==> config.mk <==
export PLATFORM = sky130hd
export DESIGN_NAME = c3x3_ctrl
export DESIGN_NICKNAME = d
export VERILOG_FILES = /design/src/rtl/c3x3_pkg.sv /design/src/rtl/c3x3_ctrl.sv
export SDC_FILE = /design/constraint.sdc
export NUM_CORES = 1
export LEC_CHECK = 0
export CAP_MARGIN = 20
export CELL_PAD_IN_SITES_DETAIL_PLACEMENT = 1
export CELL_PAD_IN_SITES_GLOBAL_PLACEMENT = 2
export CORE_AREA = 3 3 40 42
export CTS_BUF_LIST = sky130_fd_sc_hd__clkbuf_8
export DETAILED_ROUTE_END_ITERATION = 16
export DIE_AREA = 0 0 43 45
export DONT_BUFFER_PORTS = 1
export PLACE_DENSITY = 0.71
export SLEW_MARGIN = 15
export SYNTH_ARGS = -nofsm -noshare
export SYNTH_HDL_FRONTEND = slang
export SYNTH_SLANG_ARGS = --single-unit
==> constraint.sdc <==
create_clock -name clk -period 4.6 [get_ports clk]
set_clock_uncertainty 0.2 [all_clocks]
set_input_delay 0.69 -clock clk [delete_from_list [all_inputs] [get_ports clk]]
set_output_delay 0.69 -clock clk [all_outputs]
set_load 0.01 [all_outputs]
==> src/rtl/c3x3_pkg.sv <==
// Shared constants, types and helpers for the 3x3 multi-filter convolution layer.
// Used by the controller, the datapath and the top level; depends on nothing.
package c3x3_pkg;

    localparam int IMG_W   = 12;
    localparam int IMG_H   = 12;
    localparam int FILTERS = 16;
    localparam int TAPS    = 9;
    localparam int WEIGHTS = FILTERS * TAPS;
    localparam int COEFS   = WEIGHTS + FILTERS;

    localparam int COL_W  = $clog2(IMG_W);
    localparam int ROW_W  = $clog2(IMG_H);
    localparam int FILT_W = (FILTERS > 1) ? $clog2(FILTERS) : 1;
    localparam int TAP_W  = 4;

    localparam int PIX_W   = 8;
    localparam int WGT_W   = 16;
    localparam int BIAS_W  = 24;
    localparam int PROD_W  = WGT_W + PIX_W + 1;
    localparam int PSUM_W  = PROD_W + 2;
    localparam int CONV_W  = 32;
    localparam int TAG_W   = 4;

    // idx / 9 for idx < 256 as (idx * 57) >> 9
    localparam int Recip9      = 57;
    localparam int Recip9Shift = 9;

    typedef enum logic [1:0] {
        ST_IDLE,
        ST_LOAD,
        ST_ISSUE
    } ctrl_state_t;

    typedef struct packed {
        logic              accept_pix;
        logic              accept_coef;
        logic              win_load;
        logic              issue;
        logic [FILT_W-1:0] filt;
        logic              last;
    } ctrl_cmd_t;

    typedef struct packed {
        logic win_full;
        logic pipe_busy;
        logic adv;
    } dp_status_t;

    typedef struct packed {
        logic [FILT_W-1:0] filt;
        logic [TAG_W-1:0]  row;
        logic [TAG_W-1:0]  col;
        logic              last;
    } res_tag_t;

    function automatic logic [FILT_W-1:0] weight_filter(input logic [7:0] idx);
        logic [13:0] p;
        p = 14'(idx) * 14'(Recip9);
        return FILT_W'(p >> Recip9Shift);
    endfunction

    function automatic logic signed [WGT_W-1:0] sat_weight(
        input logic signed [BIAS_W-1:0] v
    );
        logic signed [BIAS_W-1:0] hi;
        logic signed [BIAS_W-1:0] lo;
        hi = BIAS_W'(32767);
        lo = -BIAS_W'(32768);
        if (v > hi)
        begin
            return WGT_W'(hi);
        end
        else if (v < lo)
        begin
            return WGT_W'(lo);
        end
        return WGT_W'(v);
    endfunction

endpackage

==> src/rtl/c3x3_ctrl.sv <==
// Controller: item acceptance and per-filter issue sequencing.
// Depends on c3x3_pkg; drives the datapath through ctrl_cmd_t.
module c3x3_ctrl (
    input  logic                 clk,
    input  logic                 rst_n,
    input  logic                 in_valid,
    output logic                 in_stall,
    input  logic                 kind,
    input  c3x3_pkg::dp_status_t status,
    output c3x3_pkg::ctrl_cmd_t  cmd
);

    c3x3_pkg::ctrl_state_t          state_reg;
    c3x3_pkg::ctrl_state_t          state_next;
    logic [c3x3_pkg::FILT_W-1:0]    filt_reg;
    logic [c3x3_pkg::FILT_W-1:0]    filt_next;

    always_ff @(posedge clk or negedge rst_n)
    begin
        if (!rst_n)
        begin
            state_reg <= c3x3_pkg::ST_IDLE;
            filt_reg  <= '0;
        end
        else
        begin
            state_reg <= state_next;
            filt_reg  <= filt_next;
        end
    end

    always_comb
    begin
        state_next = state_reg;
        filt_next  = filt_reg;
        cmd        = '0;
        in_stall   = 1'b1;
        cmd.filt   = filt_reg;
        cmd.last   = (filt_reg == c3x3_pkg::FILT_W'(c3x3_pkg::FILTERS - 1));
        case (state_reg)
            c3x3_pkg::ST_IDLE:
            begin
                in_stall = status.pipe_busy;
                if (in_valid && !status.pipe_busy)
                begin
                    if (kind)
                    begin
                        cmd.accept_coef = 1'b1;
                    end
                    else
                    begin
                        cmd.accept_pix = 1'b1;
                        state_next     = c3x3_pkg::ST_LOAD;
                    end
                end
            end
            c3x3_pkg::ST_LOAD:
            begin
                cmd.win_load = 1'b1;
                if (status.win_full)
                begin
                    state_next = c3x3_pkg::ST_ISSUE;
                    filt_next  = '0;
                end
                else
                begin
                    state_next = c3x3_pkg::ST_IDLE;
                end
            end
            c3x3_pkg::ST_ISSUE:
            begin
                if (status.adv)
                begin
                    cmd.issue = 1'b1;
                    if (cmd.last)
                    begin
                        state_next = c3x3_pkg::ST_IDLE;
                    end
                    else
                    begin
                        filt_next = filt_reg + 1'b1;
                    end
                end
            end
            default:
            begin
                state_next = c3x3_pkg::ST_IDLE;
            end
        endcase
    end

endmodule

==> results.ini <==
[run_status]
outcome=completed

[global_route]
grt.total_usage_pct=11.23
top_usage_layer=met2
grt.met1_usage_pct=12.29
grt_max_degree=10
grt_use_met3_pct=3.984
grt_pass1_wl_um=1642
grt-ovfl-total=0
use_met2_pct=19.76
antenna_found_initial=0
grt_pass1_vias=378

[clock_network]
clk_pin_slew_worst_paths_ns=0.04
cts_tree=built
cts.sinks=6
ctsResizeCount=0
h-tree-depth=1
cts.path.max_buffers=2
cts_buffers=3
clk_latency_ns=0.22
cts_root_buf=clkbuf_8

[power_and_ir_drop]
leakagePower_nw=0.2075
p_per_area_nw_per_um2=645.9
swShare_pct=40.72
internal_power_mw=0.1691
p_clk_share_pct=26.4
power_switching_mw=0.1162
vdd_drop_max_mv=0.1772
pwr-share-comb_pct=34.1
pwr-share-seq_pct=39.5

[yosys]
async_flop_share_pct=100.0
ys.flop_type=dfrtp_1
avgSynthCellArea_um2=9.235
yosysWarnings=0
synth_seq_cells=6
synth_nets=50
synth_edf_count=0
ys_types=24
synthCells=42
syn_area_um2=387.9
yosysSeqAreaShare_pct=38.71

[die]
die_h_um=45
design.die.area_um2=1935
rows=13
initial_core_util_pct=30.19
io_pins=17
die_x_um=43
core_area_um2=1285

[cells_and_area]
synthToLayoutAreaGrowth_pct=13.87
final_cell_mix=dfrtp_1, inv_1, nand2_1
instances_no_fill=59
n_antenna_cell=0
fin_area_um2=441.7
layout.nets=54
drive_gt1_share_pct=9.091
largest_reg_flops=4
final_common_cell=dfrtp_1

[drt]
viasPerCell=5.695
drtAntennaViolNets=0
drt_iter0_drc=2
vias=336
dr.pass1.iters=3
wl_per_cell_um=15.88
drt_wl_total_um=937
post-route-drc-count=0

[sta]
setup_viol=0
slew_violations=0
rsz0062_at_grt=no
fmax_ghz=0.4458
tightest_slew_ns=0.4096
max_slew_margin_pct=72.69
fin_crit_sh_pct=48.76
finalCriticalPeriod_ns=2.243
hold_violations=0
timing.setup.tns_ns=0

[setup_path]
required_ns=3.71
crit_arrival_ns=1.35
worstSetupPathType=reg2out
cp-end-kind=output pin
crit_fanout=9
critPathLaunchType=flop

[placement]
dp_hpwl_um=764.6
dpl.cell_count=55
gp_routability_congestion=0.6519
dpl-instance-area_um2=390.4
port_buffers=0

[flow_run]
cap_violations=0

[worst_hold_path]
min_path_type=in2reg

==> cell usage after synthesis, drive strengths merged, types with 2 or more instances <==
| cell type | instances | area share [%] |
|---|---|---|
| inv | 4 | 3.9 |
| dfrtp | 6 | 39 |
| nor3 | 2 | 2.6 |
| buf | 2 | 4.2 |
| nand3 | 3 | 3.9 |
| and3 | 2 | 3.2 |
| nand2 | 4 | 3.9 |
| nand3b | 2 | 7.1 |
| o211ai | 2 | 3.9 |
| nor2 | 3 | 2.9 |
==> final timing paths <==
check / slack (ns) / end / cells after the start / from
worst max-delay path: 2.36 / cmd[8] / 3 / state_reg[1]
worst min-delay path: 0.33 / state_reg[0] / 1 / kind
worst max register to register: 2.75 / filt_reg[3] / 4 / filt_reg[0]
worst min register to register: 0.40 / filt_reg[2] / 1 / state_reg[0]
max in group asynchronous: 3.39 / filt_reg[0] / 1 / rst_n
min in group asynchronous: 0.59 / state_reg[1] / 1 / rst_n
==> critical path: stages, from the launching register on <==
cell     delay, ns
dfrtp_1       0.49
nor3_1        0.33
nand2_1       0.12
nor2_1        0.20
==> logic make-up (layout without fill, tap and decap cells) <==
group           count (synthesis)  after routing  synth area share [%]
mux                             1              1                 2.581
simple gates                   18             18                 26.77
flops                           6              6                 38.71
fa+ha+maj                       1              1                 3.225
buf+inv                         6              8                 8.062
compound gates                 10             10                 20.65
==> power by group through the flow <==
stage | combinational (mW) | sequential [mW] | clock (mW)
6_report | 0.0971 | 0.113 | 0.0754
5_1_grt | 0.112 | 0.118 | 0.0823
2_1_floorplan | 0.0985 | 0.0941 | 0
4_1_cts | 0.0983 | 0.113 | 0.0774
3_5_place_dp | 0.0960 | 0.113 | 0
3_3_place_gp | 0.0908 | 0.111 | 0
==> per-layer routing <==
| metal | routed length [um] | part of all wire, % |
|---|---|---|
| met5 | 0 | 0 |
| met4 | 0 | 0 |
| met3 | 85 | 9.1 |
| met2 | 453 | 48 |
| met1 | 399 | 43 |
==> area by class of cell <==
type / count / area, um^2
timing repair buffer: 1 / 10.01
fill: 154 / 843.3
tap: 15 / 18.77
sequential: 6 / 150.1
clock buffer: 3 / 41.29
inverter: 4 / 15.01
multi-input combinational: 30 / 206.4
==> repair_timing <==
action,4_1_cts,5_1_grt
setup endpoints to repair,0,0
hold endpoints to repair,6,0
buffers inserted,0,0
hold buffers,1,0
==> metrics by stage <==
stage	setup WS, ns	total power [mW]	hold slack, ns	utilization, %
finish	2.357	0.2853	0.3335	34.37
global route	2.190	0.3127	0.3307	34.37
CTS	2.339	0.2883	0.3310	34.37
detailed placement	2.458	0.2094	0.1946	30.38
global placement	2.503	0.2015	0.1946	30.38
floorplan	2.554	0.1926	0.1944	-
Note: power is estimated with default switching activity, not from simulation.
